--- src/rtl/keyed_byte_permutation_builder_assert.svh ---
// ----------------------------------------------------------------------------
// Assertion macros for the keyed byte permutation builder
// Concurrent checks on the block's own logic; empty when SYNTHESIS is defined.
// ----------------------------------------------------------------------------
`ifndef KEYED_BYTE_PERMUTATION_BUILDER_ASSERT_SVH
`define KEYED_BYTE_PERMUTATION_BUILDER_ASSERT_SVH

`ifndef SYNTHESIS

// Same-cycle implication, disabled while reset is asserted
`define KBPB_ASSERT_IMP(label, ck, rn, ante, cons) \
    label: assert property (@(posedge ck) disable iff (!rn) (ante) |-> (cons)) \
        else $error("kbpb: same-cycle check failed");

// Next-cycle implication, disabled while reset is asserted
`define KBPB_ASSERT_NXT(label, ck, rn, ante, cons) \
    label: assert property (@(posedge ck) disable iff (!rn) (ante) |=> (cons)) \
        else $error("kbpb: next-cycle check failed");

`else

`define KBPB_ASSERT_IMP(label, ck, rn, ante, cons)
`define KBPB_ASSERT_NXT(label, ck, rn, ante, cons)

`endif

`endif

--- src/rtl/kbpb_pkg.sv ---
// ----------------------------------------------------------------------------
// kbpb_pkg
// Types, codes and constants shared by the permutation builder modules.
// ----------------------------------------------------------------------------
`default_nettype none

package kbpb_pkg;

    localparam int BYTE_W      = 8;
    localparam int TABLE_DEPTH = 256;
    localparam int TABLE_AW    = $clog2(TABLE_DEPTH);
    localparam int KEY_BYTES   = 32;
    localparam int KEY_SEL_W   = $clog2(KEY_BYTES);
    localparam int ACC_W       = 32;
    localparam int DIV_CNT_W   = $clog2(ACC_W);
    localparam int CMD_W       = 2;

    localparam int CFG_DATA_W  = 64;
    localparam int CFG_ADDR_W  = 6;
    localparam int REG_IDX_W   = 3;

    // Request command codes
    localparam logic [CMD_W-1:0] CMD_BUILD = 2'd0;
    localparam logic [CMD_W-1:0] CMD_FWD   = 2'd1;
    localparam logic [CMD_W-1:0] CMD_INV   = 2'd2;

    // Register indexes (byte address / 8)
    localparam logic [REG_IDX_W-1:0] REG_KEY_WORD0  = 3'd0;
    localparam logic [REG_IDX_W-1:0] REG_KEY_WORD1  = 3'd1;
    localparam logic [REG_IDX_W-1:0] REG_KEY_WORD2  = 3'd2;
    localparam logic [REG_IDX_W-1:0] REG_KEY_WORD3  = 3'd3;
    localparam logic [REG_IDX_W-1:0] REG_KEY_ENABLE = 3'd4;

    // Shuffle generator
    localparam logic [ACC_W-1:0] LCG_SEED = 32'h9E37_79B9;
    localparam logic [ACC_W-1:0] LCG_MUL  = 32'd1664525;
    localparam logic [ACC_W-1:0] LCG_ADD  = 32'd1013904223;

    typedef logic [KEY_BYTES-1:0][BYTE_W-1:0] key_t;

    typedef struct packed {
        logic [CMD_W-1:0]  command;
        logic [BYTE_W-1:0] index;
    } req_t;

    typedef struct packed {
        logic [BYTE_W-1:0] value;
        logic [CMD_W-1:0]  kind;
    } rsp_t;

    typedef enum logic [3:0] {
        ST_INIT,
        ST_IDLE,
        ST_DRAIN,
        ST_FILL,
        ST_MUL,
        ST_ADD,
        ST_DIV,
        ST_RD_K,
        ST_RD_J,
        ST_WR_K,
        ST_WR_J,
        ST_INV_RD,
        ST_INV_WR,
        ST_DONE
    } state_t;

    // Controller to datapath
    typedef struct packed {
        logic issue;     // load a lookup request into the read stage
        logic finish;    // load the build result into the read stage
        logic fill;      // write identity at entry k of both tables
        logic acc_init;  // seed the accumulator
        logic mul;       // product = acc * multiplier
        logic add;       // acc = product + increment + key byte + k, start remainder
        logic div_step;  // one remainder bit
        logic rd_k;      // read forward[k]
        logic rd_j;      // read forward[j], hold forward[k]
        logic wr_k;      // forward[k] = forward[j]
        logic wr_j;      // forward[j] = old forward[k]
        logic inv_rd;    // read forward[k] for the inverse pass
        logic inv_wr;    // inverse[forward[k]] = k
        logic k_clr;
        logic k_inc;
        logic k_dec;
    } kbpb_cmd_t;

    // Datapath to controller
    typedef struct packed {
        logic p_empty;   // read stage holds nothing
        logic p_free;    // read stage can take a request this cycle
        logic k_last;    // k is the last table entry
        logic k_one;     // k is one, last shuffle round
        logic div_last;  // final remainder step
    } kbpb_stat_t;

endpackage

`default_nettype wire

--- src/rtl/kbpb_ctrl.sv ---
// ----------------------------------------------------------------------------
// kbpb_ctrl
// Sequencer for reset fill, table build and request acceptance.
// ----------------------------------------------------------------------------
`default_nettype none

module kbpb_ctrl (
    input  wire logic                 clk,
    input  wire logic                 rst_n,
    input  wire logic                 req_valid,
    input  wire kbpb_pkg::req_t       req,
    input  wire logic                 key_enable,
    input  wire kbpb_pkg::kbpb_stat_t stat,
    output      logic                 req_ready,
    output      kbpb_pkg::kbpb_cmd_t  cmd
);

    import kbpb_pkg::*;

    state_t state_reg, state_next;

    always_ff @(posedge clk or negedge rst_n)
    begin
        if (!rst_n)
        begin
            state_reg <= ST_INIT;
        end
        else
        begin
            state_reg <= state_next;
        end
    end

    always_comb
    begin
        state_next = state_reg;
        cmd        = '0;
        req_ready  = 1'b0;
        case (state_reg)
            ST_INIT:
            begin
                cmd.fill  = 1'b1;
                cmd.k_inc = 1'b1;
                if (stat.k_last)
                begin
                    state_next = ST_IDLE;
                end
            end
            ST_IDLE:
            begin
                req_ready = stat.p_free;
                if (req_valid && stat.p_free)
                begin
                    if (req.command == CMD_BUILD)
                    begin
                        state_next = ST_DRAIN;
                    end
                    else
                    begin
                        cmd.issue = 1'b1;
                    end
                end
            end
            ST_DRAIN:
            begin
                // let a pending lookup leave before the tables are touched
                cmd.k_clr    = 1'b1;
                cmd.acc_init = 1'b1;
                if (stat.p_empty)
                begin
                    state_next = ST_FILL;
                end
            end
            ST_FILL:
            begin
                cmd.fill = 1'b1;
                if (stat.k_last && key_enable)
                begin
                    // k stays at the last entry for the first round
                    state_next = ST_MUL;
                end
                else
                begin
                    cmd.k_inc = 1'b1;
                    if (stat.k_last)
                    begin
                        state_next = ST_INV_RD;
                    end
                end
            end
            ST_MUL:
            begin
                cmd.mul    = 1'b1;
                state_next = ST_ADD;
            end
            ST_ADD:
            begin
                cmd.add    = 1'b1;
                state_next = ST_DIV;
            end
            ST_DIV:
            begin
                cmd.div_step = 1'b1;
                if (stat.div_last)
                begin
                    state_next = ST_RD_K;
                end
            end
            ST_RD_K:
            begin
                cmd.rd_k   = 1'b1;
                state_next = ST_RD_J;
            end
            ST_RD_J:
            begin
                cmd.rd_j   = 1'b1;
                state_next = ST_WR_K;
            end
            ST_WR_K:
            begin
                cmd.wr_k   = 1'b1;
                state_next = ST_WR_J;
            end
            ST_WR_J:
            begin
                cmd.wr_j = 1'b1;
                if (stat.k_one)
                begin
                    cmd.k_clr  = 1'b1;
                    state_next = ST_INV_RD;
                end
                else
                begin
                    cmd.k_dec  = 1'b1;
                    state_next = ST_MUL;
                end
            end
            ST_INV_RD:
            begin
                cmd.inv_rd = 1'b1;
                state_next = ST_INV_WR;
            end
            ST_INV_WR:
            begin
                cmd.inv_wr = 1'b1;
                cmd.k_inc  = 1'b1;
                state_next = stat.k_last ? ST_DONE : ST_INV_RD;
            end
            ST_DONE:
            begin
                // read stage is empty here: the build result enters at once
                cmd.finish = 1'b1;
                state_next = ST_IDLE;
            end
            default:
            begin
                state_next = ST_IDLE;
            end
        endcase
    end

endmodule

`default_nettype wire

--- config.mk ---
export PLATFORM = sky130hd
export DESIGN_NAME = kbpb_ctrl
export DESIGN_NICKNAME = d
export VERILOG_FILES = /design/src/rtl/keyed_byte_permutation_builder_assert.svh /design/src/rtl/kbpb_pkg.sv /design/src/rtl/kbpb_ctrl.sv
export SDC_FILE = /design/constraint.sdc
export NUM_CORES = 1
export LEC_CHECK = 0
export BUFFER_PORTS_ARGS = -buffer_cell sky130_fd_sc_hd__clkbuf_2
export CORE_AREA = 2 2 39 41
export CTS_BUF_LIST = sky130_fd_sc_hd__clkbuf_4
export CTS_CLUSTER_DIAMETER = 80
export DETAILED_ROUTE_END_ITERATION = 12
export DIE_AREA = 0 0 41 43
export PLACE_DENSITY = 0.77
export SYNTH_ARGS = -nofsm -noshare
export SYNTH_HDL_FRONTEND = slang
export SYNTH_SLANG_ARGS = --single-unit
--- constraint.sdc ---
create_clock -name clk -period 2.1 [get_ports clk]
set_clock_uncertainty 0.05 [all_clocks]
set_input_delay 0.105 -clock clk [delete_from_list [all_inputs] [get_ports clk]]
set_output_delay 0.105 -clock clk [all_outputs]
set_load 0.01 [all_outputs]
==> qor.json <==
{
  "outcome": "complete, no violations",
  "endpoint_arrival_time_on_the_critical_path_ns": 1.59,
  "worstPathMaxFanout": 12,
  "maxCapViolations": 0,
  "grt_antenna_before_repair": 0,
  "finalWorstSetupSlack_ns": 0.357,
  "drtIter0Drc": 20,
  "num_rows": 14,
  "layout.nets": 120,
  "routed_wl_um": 1320,
  "synth_area_per_cell_um2": 7.18,
  "largest_net_degree_at_the_start_of_global_routing": 14,
  "worstPathCellList": "or2_2 -> a211o_1 -> nand2_1 -> clkbuf_2",
  "cts_tree": "yes",
  "clkLatencyLatePin_ns": 0.23,
  "largest_register_ff_count": 4,
  "cts_resized": 0,
  "grt_usage_pct": 17.7,
  "final-max-slew-violation-count": 0,
  "io_buffer_count": 27,
  "coreArea_um2": 1380,
  "post_cts.repair.setup_buffers": 0,
  "vias": 622,
  "layout-drive-gt1-share_pct": 40.4,
  "rsz_0062_raised_after_global_routing": "no",
  "fmax_mhz": 574,
  "clkSinkCount": 4,
  "termination_of_the_worst_setup_path": "cmd[1]",
  "startpoint_type": "flip-flop",
  "postSynthNetCount": 88,
  "yosysUniqueCellTypes": 33,
  "maximum_count_of_clock_buffers_along_a_single_path": 2,
  "post_synthesis_instance_total": 69,
  "cell_depth_of_the_worst_flop_to_flop_path": 4,
  "hpwlAfterDp_um": 1050,
  "cts_hold_buffers": 1,
  "clk_pin_slew_worst_paths_ns": 0.04,
  "global_placement_routability_congestion": 0.811,
  "area_growth_syn_to_layout_pct": 38.9,
  "ios": 36,
  "slew-limit-headroom_pct": 75.9,
  "final.period_utilization_pct": 83.0,
  "synth-seq-cells": 4,
  "synth_top_area_share_pct": 20.2,
  "global_route.overflow_total": 0,
  "worst_slew_pin_slew_ns": 0.362,
  "critical-path-top-delay-family": "flip-flops",
  "post-place-ws_ns": 0.414,
  "report.final.setup_viol": 0,
  "startpoint": "state_reg[2]",
  "grt_pass1_wl_um": 2180,
  "synth_warnings": 0,
  "synth_top_area_cell": "dfrtp_1",
  "cts.htree.levels": 1,
  "crit_path_class": "reg -> out",
  "drt-wirelength-per-cell_um": 11.5,
  "ff2ff_setup_slack_ns": 0.40,
  "critical_path.max_stage_delay_ns": 0.49,
  "synth.cell_area_um2": 495,
  "die_w_um": 41,
  "avgViaCountPerCell": 5.41,
  "detail-route-antenna-nets": 0,
  "final-hold-violation-count": 0,
  "cellPowerDensity_nw_per_um2": 1360,
  "synth_area_leaders": "dfrtp_1, nor3_1, a21oi_1",
  "timing.rr.start": "state_reg[3]",
  "crit_cells": 4,
  "detail_route.drc_violations": 0,
  "die_area_um2": 1760,
  "cts.root.buffer_cell": "clkbuf_4",
  "synth.yosys.seq_area_share_pct": 20.2,
  "chipHeight_um": 43,
  "number_of_global_route_vias_before_repair": 503,
  "setup-tns-final_ns": 0,
  "irDropWorstVdd_mv": 0.907,
  "required_ns": 1.95,
  "floorplan.initialDensity_pct": 35.8,
  "length_of_the_first_detailed_routing_pass_in_iterations": 4,
  "power.leakage_uw": 0.000373,
  "crit_slowest_cell": "dfrtp_1",
  "cts_inserted_buffers": 3,
  "timing.final.crit_period_ns": 1.74,
  "r2r_end": "state_reg[0]",
  "cp.buffers_inverters": 1,
  "n_antenna_cell": 0,
  "setup.worst_path.end_class": "output pin",
  "timing.hold.worst.class": "in -> async"
}
## synthesized netlist by cell type
library cell,instances
and3b_1,1
nor2b_1,1
o32ai_2,1
nor2_1,8
nand2_1,7
nand2b_2,1
and4bb_1,1
or2_2,1
buf_2,2
o21ai_1,1
a211o_1,1
nor4bb_1,1
a2111o_1,1
a211o_2,1
o21ai_0,1
o2111a_1,1
a2bb2oi_2,1
inv_2,1
nor3_1,7
or4b_4,1
o22ai_1,1
a21o_1,1
mux2i_1,1
dfrtp_1,4
a21oi_1,6
nand4_1,1
o211ai_1,1
clkbuf_1,2
nor4b_1,1
inv_1,5
nand3_1,1
nand2b_1,4
o41ai_1,1
## where the power goes
part / internal [uW] / switching (uW) / leakage, uW
registers: 112 / 73.3 / 0.0000499
logic: 318 / 342 / 0.000309
clock network: 63.8 / 30.2 / 0.0000138
total: 493 / 446 / 0.000373
## cells in the final DEF (no fill, tap or decap), types with 3 or more instances in the layout
master	instances
nand2b_1	4
nor2_1	8
dfrtp_1	4
clkbuf_2	27
nor3_1	7
clkbuf_4	3
inv_1	5
nand2_1	7
buf_4	3
a21oi_1	6
## worst reg2reg max path: stages, from the launching register on
cell and delay (ns):
dfrtp_1 0.55, or2_2 0.24, and3b_1 0.22, a211o_2 0.37, a2bb2oi_2 0.16
## kinds of logic after synthesis
kind of cell,Yosys count,share of synthesized area [%]
buf+inv,10,8.08
flops,4,20.2
simple gates,36,40.9
mux,1,2.02
compound gates,18,28.8
## stage by stage
step                cell area, um2  power (uW)  hold slack [ns]  std cells  utilization (%)
floorplan                      495         648           -0.241         69                -
finish                         688         939            0.160        115             49.7
CTS                            688         950            0.150        115             49.7
detailed placement             656         848           -0.133        111             47.4
global placement               656         832           -0.139        111             47.4
global route                   688        1040            0.186        115             49.7
## how the worst min path moves through the flow
stage | start | to | slack [ns] | cells past startpoint
finish | rst_n | state_reg[0] | 0.16 | 2
global route | rst_n | state_reg[1] | 0.19 | 2
CTS | rst_n | state_reg[1] | 0.15 | 2
detailed placement | rst_n | state_reg[0] | -0.13 | 1
global placement | rst_n | state_reg[1] | -0.14 | 1
floorplan | rst_n | state_reg[0] | -0.24 | 0
## layer usage
| layer | up-vias | GRT usage (%) | wire, um |
|---|---|---|---|
| met5 | - | 0 | 0 |
| met4 | 0 | 2.67 | 0 |
| met3 | 0 | 6.28 | 92 |
| met2 | 23 | 27.8 | 638 |
| met1 | 283 | 23.0 | 594 |
| li1 | 316 | - | - |
## final cells by class
type / count / area, um2
multi-input combinational: 55 / 355
fill: 150 / 696
tap: 16 / 20.0
inverter: 6 / 22.5
timing repair buffer: 31 / 168
sequential: 4 / 100
clock buffer: 3 / 22.5
Power figures use the tool's default switching activity.
